==> config.mk <==
export PLATFORM = sky130hd
export DESIGN_NAME = fconv_cell
export DESIGN_NICKNAME = d
export VERILOG_FILES = /design/src/sv/fconv_pkg.sv /design/src/sv/fconv_cell.sv
export SDC_FILE = /design/constraint.sdc
export NUM_CORES = 1
export LEC_CHECK = 0
export BUFFER_PORTS_ARGS = -buffer_cell sky130_fd_sc_hd__buf_2
export CORE_MARGIN = 2
export CORE_UTILIZATION = 57
export DETAILED_ROUTE_END_ITERATION = 12
export GPL_TIMING_DRIVEN = 0
export PLACE_DENSITY = 0.83
export SYNTH_ARGS = -nofsm -noshare
export SYNTH_HDL_FRONTEND = slang
export SYNTH_SLANG_ARGS = --single-unit
==> constraint.sdc <==
create_clock -name aclk -period 5.8 [get_ports aclk]
set_clock_uncertainty 0.15 [all_clocks]
set_input_delay 0.58 -clock aclk [delete_from_list [all_inputs] [get_ports aclk]]
set_output_delay 0.58 -clock aclk [all_outputs]
set_load 0.005 [all_outputs]
==> src/sv/fconv_pkg.sv <==
`timescale 1ns / 1ps
// ----------------------------------------------------------------------------
// fconv_pkg
// Shared constants and types for the FIR convolution unit.
// ----------------------------------------------------------------------------
package fconv_pkg;

    // Sizes
    localparam int MAX_TAPS       = 64;
    localparam int SAMPLE_BITS    = 16;
    localparam int OUT_BITS       = 38;
    localparam int TAP_IDX_BITS   = 6;
    localparam int TAP_COUNT_BITS = 7;

    // Exact accumulator width, never narrower than the result
    localparam int ACC_BITS = 2 * SAMPLE_BITS + $clog2(MAX_TAPS);
    localparam int SUM_BITS = (ACC_BITS > OUT_BITS) ? ACC_BITS : OUT_BITS;

    // Stream packing
    localparam int S_TDATA_BITS = ((TAP_IDX_BITS + SAMPLE_BITS + 7) / 8) * 8;
    localparam int M_TDATA_BITS = ((OUT_BITS + 7) / 8) * 8;

    // Command codes carried on s_tuser
    localparam logic CMD_SAMPLE = 1'b0;
    localparam logic CMD_LOAD   = 1'b1;

    // Broadcast control to every cell
    typedef struct packed {
        logic                          shift;  // advance the delay line
        logic                          load;   // tap write transaction
        logic signed [SAMPLE_BITS-1:0] value;  // sample or coefficient
    } cell_ctrl_t;

endpackage

==> src/sv/fconv_cell.sv <==
`timescale 1ns / 1ps
// ----------------------------------------------------------------------------
// fconv_cell
// One tap of the FIR chain: holds a delay-line sample and a coefficient,
// forms their product and adds it to the partial sum from its right-hand
// neighbour.
// ----------------------------------------------------------------------------
module fconv_cell (
    input  logic                                  aclk,
    input  logic                                  aresetn,
    input  fconv_pkg::cell_ctrl_t                 ctrl,
    input  logic                                  load_sel,
    input  logic                                  active,
    input  logic signed [fconv_pkg::SAMPLE_BITS-1:0] sample_in,
    input  logic signed [fconv_pkg::SUM_BITS-1:0]    psum_in,
    output logic signed [fconv_pkg::SAMPLE_BITS-1:0] sample_out,
    output logic signed [fconv_pkg::SUM_BITS-1:0]    psum_out
);
    import fconv_pkg::*;

    logic signed [SAMPLE_BITS-1:0]   sample_reg;
    logic signed [SAMPLE_BITS-1:0]   tap_reg;
    logic signed [2*SAMPLE_BITS-1:0] prod_reg;
    logic signed [2*SAMPLE_BITS-1:0] prod_next;
    logic signed [SUM_BITS-1:0]      psum_reg;
    logic signed [SUM_BITS-1:0]      psum_next;

    // Delay-line stage and coefficient store
    always_ff @(posedge aclk) begin
        if (!aresetn) begin
            sample_reg <= '0;
            tap_reg    <= '0;
        end else begin
            if (ctrl.shift) begin
                sample_reg <= sample_in;
            end
            if (ctrl.load && load_sel) begin
                tap_reg <= ctrl.value;
            end
        end
    end

    // Masked product (kept signed), then add into the chain
    always_comb begin
        if (active) begin
            prod_next = sample_reg * tap_reg;
        end else begin
            prod_next = '0;
        end
        psum_next = SUM_BITS'(prod_reg) + psum_in;
    end

    always_ff @(posedge aclk) begin
        prod_reg <= prod_next;
        psum_reg <= psum_next;
    end

    assign sample_out = sample_reg;
    assign psum_out   = psum_reg;

endmodule

Word-level counts from Yosys, hierarchy flattened
Index checks and enable logic that the tools add are counted.
W data, S select, Z words.

cells by class
  add/subtract/negate cells = 1
  multiply operators = 1
  reduce and logical (&&, ||, !) cells = 1

operators by type and width
  cell                 count
  $add A32 B38 Y38     1
  $mul A16 B16 Y32     1
  $logic_and A1 B1 Y1  1

word-level totals
  logic and storage cells = 7
  output and inout bits = 54
  register bits after elaboration = 102
  input bits = 76

Logic depth before layout (Yosys ltp)
Gate-level depths: netlist (run 1).

  word-level depth = 1
  depth in mapped cells = 24
  gate-level depth less buffers = 21

Worst setup path before layout (run 1)
No wires, ideal clock.

  path kind = register to register
  start = register tap_reg[7]
  end = register prod_reg[30]
  arrival = 5.639 ns
  data required time = 5.522 ns
  buffers on the path = 3
  path slack = -0.116 ns
  stages on the path, launching flop included = 24
  library setup time = 0.128 ns
  clock period less this slack = 5.916 ns
  cell sequence = dfxtp_1 -> clkbuf_1 -> clkbuf_1 -> nand2_1 -> fa_1 -> inv_1 -> fa_1 -> inv_1 -> fa_1 -> inv_1 -> fa_1 -> fa_1 -> inv_1 -> fa_1 -> inv_1 -> ha_1 -> clkbuf_1 -> and4_1 -> nand3_1 -> a21bo_2 -> o31ai_1 -> o21ai_0 -> xor2_1 -> nor2_1

on the way
  word-level cells in the longest chain between the ends = 1

RTL lines
  what                    line              text
  from (decl)             fconv_cell.sv:22  logic signed [SAMPLE_BITS-1:0] tap_reg;
  from (signal assigned)  fconv_cell.sv:38  tap_reg <= ctrl.value;
  $mul A16 B16 Y32        fconv_cell.sv:46  prod_next = sample_reg * tap_reg;
  to (signal assigned)    fconv_cell.sv:54  prod_reg <= prod_next;
  to (decl)               fconv_cell.sv:23  logic signed [2*SAMPLE_BITS-1:0] prod_reg;

Every way passes these cells.
A chain may end at the register's enable or synchronous reset.

Final worst setup path (run 1)
  start = register tap_reg[6]
  end = register prod_reg[30]

The elaborated chain is that of the path after synthesis.

==> run summary, run 1 <==
- **number of remaining DRC errors** 0
- **Post-Syn Instances** 1609
- **post-route design area** 17320 um2
- **IO Count** 130
- **crit path max fanout** 8
- **slew of the pin with the lowest slew margin** 0.7817 ns
- **placed insts** 2067
- **total overflow reported by the global router** 0
- **vias post-DR** 11920
- **worst endpoint required time** 5.89 ns
- **via/cell ratio** 5.571
- **sequential area share after synthesis** 14.01%
- **number of buffers created by CTS** 9
- **die boundary width** 163.9 um
- **I/O Buffers** 128
- **count of clock tree sinks** 102
- **clock transition at the registers of the reported paths** 0.08 ns
- **internal cell power** 1714 uW
- **wire length of the first global-routing pass** 60.56 mm
- **CTS tree** done
- **count of hold buffers inserted by post-cts repair** 0
- **area growth from synthesis to layout** 18.86%
- **final count of negative-setup-slack endpoints** 11
- **height of the die** 163.9 um
- **sum of negative setup slack** -1.671 ns
- **leakage** 0.008597 uW
- **flip-flop count of the largest register after layout** 38
- **worst slew margin relative to its limit** 47.89%
- **Comb power frac** 45.9%
- **count of fill cells added during filler insertion** 1832
- **maximum number of pins on one net before global-route repair** 19
- **result of the run** finished with violations
- **detailed-routing iteration count for the pre-antenna-repair pass** 6
- **Sw Share** 38.86%
- **vias in the first global route** 12240
- **fraction of final layout cells sized beyond drive strength 1** 20.77%
- **initial DRC count** 1004
- **total inserted antenna cells** 0
- **distinct cell type count of the synthesized netlist** 63
- **dominant cells by area after synthesis** fa_1 36%, dfxtp_1 14%, ha_1 10%, inv_1 7.9%, and2_1 5.8%
- **Syn. warnings** 0
- **Setup crit start kind** flop
- **Synth Cell Area** 14570 um2
- **Avg Inst Size Synth** 9.058 um2
- **post-route fraction of the period consumed by the critical path** 105.4%
- **arrival time reported for the critical path endpoint** 6.20 ns
- **type of destination of the critical path** flop
- **placed wire-length estimate** 28.90 mm
- **cell accounting for the most synthesized area** fa_1
- **failing checks** negative setup slack
- **cell at the root of the clock tree** clkbuf_16
- **Final Hold Violating Endpoints** 0
- **clock latency reported for the late side of the worst-skew pair** 0.38 ns
- **number of synthesized flops with an enable pin** 0
- **Setup WS pre-CTS** -0.8476 ns
- **CORE AREA** 25110 um2
- **NetSw** 1089 uW
- **area of placed instances** 15640 um2
- **CTS H-tree lvls** 3
- **post-layout net count** 2264
- **clock share of power** 22.3%
- **standard-cell rows** 58
- **number of antenna-violating nets in the routed design** 0
- **pins over their slew limit** 0
- **power density cells** 161.8 nW/um2
- **Max-Cap Viols** 0
- **initial core utilization** 58.04%
- **worst IR drop on VDD** 0.1478 mV
- **min setup slack post-route** -0.3134 ns
- **Finished Layout Cells** 2140
- **mean routed wirelength per cell** 18.48 um
- **global placement routability congestion** 0.9407
- **CP Class** flop to flop
- **Routed Wire Length** 39.54 mm
- **Min-Delay Path Class** primary input to flop
- **share of Yosys cell area claimed by the top area cell type** 36.13%
- **total global-route track usage** 29.05%
- **area enclosed by the die boundary** 26860 um2
- **antenna violations before repair** 1
- **share of power burned in registers** 31.8%
- **unrepaired setup endpoints after global routing** yes
- **time the worst path needs with I/O delays and setup** 6.113 ns
- **net count of the mapped netlist** 2067
- **clock tree buffer depth** 2
- **total of flip-flops plus latches after synthesis** 102
- **Peak Freq** 163.6 MHz
- **ys async rst share** 0%
- **Most used DFF post-synth** dfxtp_1
-- area by class of cell --
| cell class | count | area (um2) | area share, % |
|---|---|---|---|
| Buffer | 48 | 480.5 | 2.774 |
| Clock buffer | 9 | 225.2 | 1.300 |
| Clock inverter | 6 | 53.80 | 0.3106 |
| Inverter | 308 | 1156 | 6.674 |
| Multi-Input combinational cell | 1147 | 11660 | 67.30 |
| Sequential cell | 102 | 2143 | 12.37 |
| Tap cell | 330 | 412.9 | 2.384 |
| Timing Repair Buffer | 190 | 1192 | 6.883 |
-- metal layers --
layer,global-route usage [%],vias up,share of wire [%]
met3,6.490,127,9.6
met2,47.98,644,47
met5,0,-,0
li1,-,5396,-
met1,37.63,5755,39
met4,10.81,0,3.9
-- power groups by stage --
stage               Sequential (uW)  Clock (uW)  Combinational (uW)
finish                          891         624                1290
global route                    905         657                1420
CTS                             895         631                1190
detailed placement              917           0                1090
global placement                912           0                1060
floorplan                       911           0                 756
-- worst paths after layout --
path | from | endpoint | slack, ns | cells after the start
setup reg to reg | tap_reg[6]$_SDFFE_PN0P_ | prod_reg[30]$_SDFF_PN0_ | -0.31 | 21
hold reg to reg | prod_reg[0]$_SDFF_PN0_ | psum_out[0]$_DFF_P_ | 0.33 | 1
setup / recovery | tap_reg[6]$_SDFFE_PN0P_ | prod_reg[30]$_SDFF_PN0_ | -0.31 | 21
hold / removal | ctrl[4] | tap_reg[4]$_SDFFE_PN0P_ | 0.29 | 3
-- cells by family after synthesis --
family	Yosys count	share of synthesized area [%]
DFF	102	14.01
AOI/OAI and AO/OA	216	9.719
and+or+nand+nor	472	15.87
xor gates and xnor gates	60	3.606
adders and majority gates	382	46.34
buffers and inverters	360	9.281
muxes	17	1.168
-- placed cells by master (no fill, tap or decap), types with 18 or more instances in the layout --
| master | count |
|---|---|
| a21oi_1 | 61 |
| and2_1 | 126 |
| buf_2 | 129 |
| buf_4 | 51 |
| clkbuf_8 | 18 |
| dfxtp_1 | 71 |
| dfxtp_4 | 25 |
| fa_1 | 251 |
| ha_1 | 100 |
| inv_1 | 293 |
| nand2_1 | 177 |
| nor2_1 | 65 |
| nor2b_1 | 23 |
| o21ai_0 | 35 |
| xnor2_1 | 41 |
-- through the flow --
stage	utilization, %	power, uW	hold WS (ns)
6_report	68.99	2803	0.2887
5_1_grt	68.99	2986	0.3034
4_1_cts	67.38	2719	0.2811
3_5_place_dp	62.30	2008	0.3285
3_3_place_gp	62.30	1970	0.2756
2_1_floorplan	-	1667	0.2700
-- worst max-delay path, cell delays in order (launching register included) --
cell and delay (ns):
dfxtp_4 0.36, clkbuf_16 0.16, and2_4 0.14, fa_1 0.54, inv_2 0.04, fa_1 0.50, fa_1 0.62, inv_2 0.05
fa_1 0.46, fa_1 0.54, inv_2 0.04, fa_1 0.51, inv_2 0.06, ha_4 0.28, and3_4 0.22, and4_4 0.25
nand3_2 0.08, a21bo_4 0.26, o31ai_4 0.30, o21ai_1 0.13, xor2_1 0.21, nor2_1 0.06
-- cells in the mapped netlist, types with 2 or more instances --
cell / instances
o21a_1: 6
a21o_1: 12
xor2_1: 17
nor2_1: 67
or3_1: 3
inv_1: 308
o211ai_1: 7
and3_1: 8
or2_2: 3
o21bai_1: 7
a41o_1: 2
a21boi_0: 17
fa_1: 263
a211oi_1: 4
nand2b_1: 12
and4_1: 2
and2_1: 134
o31ai_1: 3
o311a_1: 2
mux2i_1: 17
o21ai_0: 42
a21oi_2: 2
nand4_1: 8
dfxtp_1: 102
nand3_1: 17
ha_1: 119
nor4_1: 2
xnor2_1: 43
clkbuf_1: 51
nand2_1: 180
a21oi_1: 71
nor2b_1: 23
a211oi_2: 3
o21ai_1: 6
a2111oi_0: 3
a31oi_1: 8
nor3_1: 9
-- timing repair --
| item | in CTS | in global routing |
|---|---|---|
| endpoints found under the hold margin | 0 | 0 |
| gates resized for setup | 188 | 79 |
| setup endpoints to repair | 20 | 16 |
| cloned | 1 | 0 |
| pin swaps | 44 | 55 |
| buffers inserted | 38 | 23 |
Note: power is estimated with default switching activity, not from simulation.
==> run 2, diff against run 1 <==
--- a/config.mk
+++ b/config.mk
@@ -5,12 +5,13 @@
 export SDC_FILE = /design/constraint.sdc
 export NUM_CORES = 1
 export LEC_CHECK = 0
+export ABC_AREA = 1
 export BUFFER_PORTS_ARGS = -buffer_cell sky130_fd_sc_hd__buf_2
 export CORE_MARGIN = 2
 export CORE_UTILIZATION = 57
 export DETAILED_ROUTE_END_ITERATION = 12
 export GPL_TIMING_DRIVEN = 0
-export PLACE_DENSITY = 0.83
+export PLACE_DENSITY = 0.82
 export SYNTH_ARGS = -nofsm -noshare
 export SYNTH_HDL_FRONTEND = slang
 export SYNTH_SLANG_ARGS = --single-unit
==> run summary, run 2 <==
- **cell accounting for the most synthesized area** fa_1
- **utilization of the core after routing** 64.53%
- **worst slew margin relative to its limit** 59.70%
- **total global-route track usage** 31.70%
- **worst endpoint required time** 5.92 ns
- **worst IR drop on VDD** 0.1362 mV
- **number of remaining DRC errors** 0
- **clock transition at the registers of the reported paths** 0.09 ns
- **I/O Buffers** 128
- **Post-Syn Instances** 2303
- **CP Class** flop to flop
- **flip-flop count of the largest register after layout** 38
- **leading cell type by number of instances after synthesis** nand2_1
- **Avg Inst Size Synth** 7.113 um2
- **total inserted antenna cells** 0
- **Most used DFF post-synth** dfxtp_1
- **mean routed wirelength per cell** 16.24 um
- **via/cell ratio** 5.240
- **slew of the pin with the lowest slew margin** 0.6045 ns
- **vias post-DR** 14790
- **clock share of power** 14.7%
- **final count of negative-setup-slack endpoints** 0
- **NetSw** 2207 uW
- **ys async rst share** 0%
- **Peak Freq** 176.7 MHz
- **pins over their slew limit** 0
- **area growth from synthesis to layout** 12.14%
- **height of the die** 173.5 um
- **cell at the root of the clock tree** clkbuf_16
- **CTS tree** done
- **global placement routability congestion** 0.9685
- **placed wire-length estimate** 38.58 mm
- **clock latency reported for the late side of the worst-skew pair** 0.38 ns
- **crit path max fanout** 10
- **count of clock tree sinks** 102
- **Sw Share** 48.57%
- **result of the run** finished clean
- **clock tree buffer depth** 2
- **maximum number of pins on one net before global-route repair** 21
- **share of power burned in registers** 21.9%
- **post-layout net count** 2892
- **Max-Cap Viols** 0
- **wire length of the first global-routing pass** 74.87 mm
- **initial core utilization** 57.54%
- **number of antenna-violating nets in the routed design** 0
- **die boundary width** 173.5 um
- **most frequent standard cell in the layout excluding fill and tap cells** nand2_1
- **vias in the first global route** 15470
- **dominant cells by area after synthesis** fa_1 32%, nand2_1 14%, inv_1 13%, dfxtp_1 12%, ha_1 9.1%
- **CTS H-tree lvls** 3
- **Final Hold Violating Endpoints** 0
- **fraction of final layout cells sized beyond drive strength 1** 13.98%
- **Setup crit start kind** flop
- **distinct cell type count of the synthesized netlist** 35
- **antenna violations before repair** 0
- **internal cell power** 2337 uW
- **total overflow reported by the global router** 0
- **top library cells by usage in the layout, fill and taps aside** 613 x nand2_1, 578 x inv_1, 258 x fa_1
- **Total Power Consumption** 4544 uW
- **type of destination of the critical path** flop
- **placed insts** 2815
- **Synth Cell Area** 16380 um2
- **sequential area share after synthesis** 12.46%
- **Syn. warnings** 0
- **most common library cells after synthesis** 626 x nand2_1, 580 x inv_1, 263 x fa_1
- **arrival time reported for the critical path endpoint** 5.78 ns
- **CORE AREA** 28470 um2
- **standard-cell rows** 62
- **number of buffers created by CTS** 9
- **power density cells** 247.3 nW/um2
- **Comb power frac** 63.4%
- **Routed Wire Length** 45.85 mm
- **Finished Layout Cells** 2823
- **Min-Delay Path Class** primary input to flop
- **IO Count** 130
- **detailed-routing iteration count for the pre-antenna-repair pass** 7
- **unrepaired setup endpoints after global routing** yes
- **leakage** 0.01092 uW
- **time the worst path needs with I/O delays and setup** 5.659 ns
- **number of synthesized flops with an enable pin** 0
- **net count of the mapped netlist** 2761
- **total of flip-flops plus latches after synthesis** 102
- **share of Yosys cell area claimed by the top area cell type** 32.14%
- **post-route fraction of the period consumed by the critical path** 97.57%
- **initial DRC count** 1026
- **area enclosed by the die boundary** 30110 um2
[run 2: worst paths after layout]
check / endpoint / slack [ns] / startpoint / depth (start not counted)
min: sample_out[2]$_SDFFE_PN0P_ / 0.28 / sample_in[2] / 3
max reg2reg: prod_reg[31]$_SDFF_PN0_ / 0.14 / sample_out[9]$_SDFFE_PN0P_ / 22
max: prod_reg[31]$_SDFF_PN0_ / 0.14 / sample_out[9]$_SDFFE_PN0P_ / 22
min reg2reg: psum_out[0]$_DFF_P_ / 0.30 / prod_reg[0]$_SDFF_PN0_ / 1
[run 2: stage by stage]
step | hold WS, ns | instance area (um2) | setup WS (ns) | TNS, ns
6_report | 0.2757 | 18370 | 0.1409 | 0
5_1_grt | 0.2833 | 18370 | -0.03196 | -0.04731
4_1_cts | 0.2724 | 17970 | 0.00007505 | 0
3_5_place_dp | 0.2900 | 17500 | -1.016 | -11.65
3_3_place_gp | 0.2787 | 17500 | -0.9450 | -10.91
2_1_floorplan | 0.2700 | 16380 | 0.01990 | 0
[run 2: area by class of cell]
type                    count  area [um2]
plain buffers              50       371.6
repair buffers            142       745.7
clock buffers               9       225.2
clock inverters             7       101.3
multi-input cells        1541       12130
inverters                 588        2207
fillers                  2455       10100
flip-flops and latches    102        2112
well taps                 384       480.5
[run 2: logic make-up after synthesis]
| kind of cell | Yosys count | share of synthesized area [%] |
|---|---|---|
| fa+ha+maj | 382 | 41.23 |
| xor+xnor | 26 | 1.390 |
| buf+inv | 660 | 15.14 |
| simple gates | 977 | 24.46 |
| compound gates | 156 | 5.316 |
| flops | 102 | 12.46 |
[run 2: worst max-delay path: stages, from the launching register on]
cell	delay [ns]
dfxtp_2	0.48
buf_4	0.27
nand2_1	0.11
fa_1	0.54
inv_1	0.06
fa_1	0.50
fa_1	0.58
fa_1	0.44
fa_1	0.49
inv_1	0.05
fa_1	0.50
inv_1	0.06
ha_2	0.37
nand2_2	0.10
nor2_4	0.12
inv_2	0.07
nor3_4	0.17
buf_4	0.16
nand3_1	0.07
nand2_1	0.10
nand2_1	0.06
nand2_1	0.06
nor2_1	0.04
[run 2: timing repair]
item	in CTS	in global routing
endpoints found under the setup margin	22	19
buffers inserted	3	11
cloned	0	0
resized for setup	96	126
pin swaps	3	12
hold buffers	0	0
[run 2: power groups by stage]
stage          Combinational, uW  Clock [uW]  Sequential [uW]
6_report                    2880         667              997
3_5_place_dp                2620           0              982
3_3_place_gp                2570           0              977
4_1_cts                     2640         675              997
5_1_grt                     3250         705             1010
2_1_floorplan               1840           0              988
[run 2: layer usage]
metal	track usage [%]	up-vias	part of all wire, %
met1	37.28	7036	38
met2	54.77	659	48
met4	15.89	0	4.9
li1	-	6960	-
met3	7.018	137	8.5
met5	0	-	0
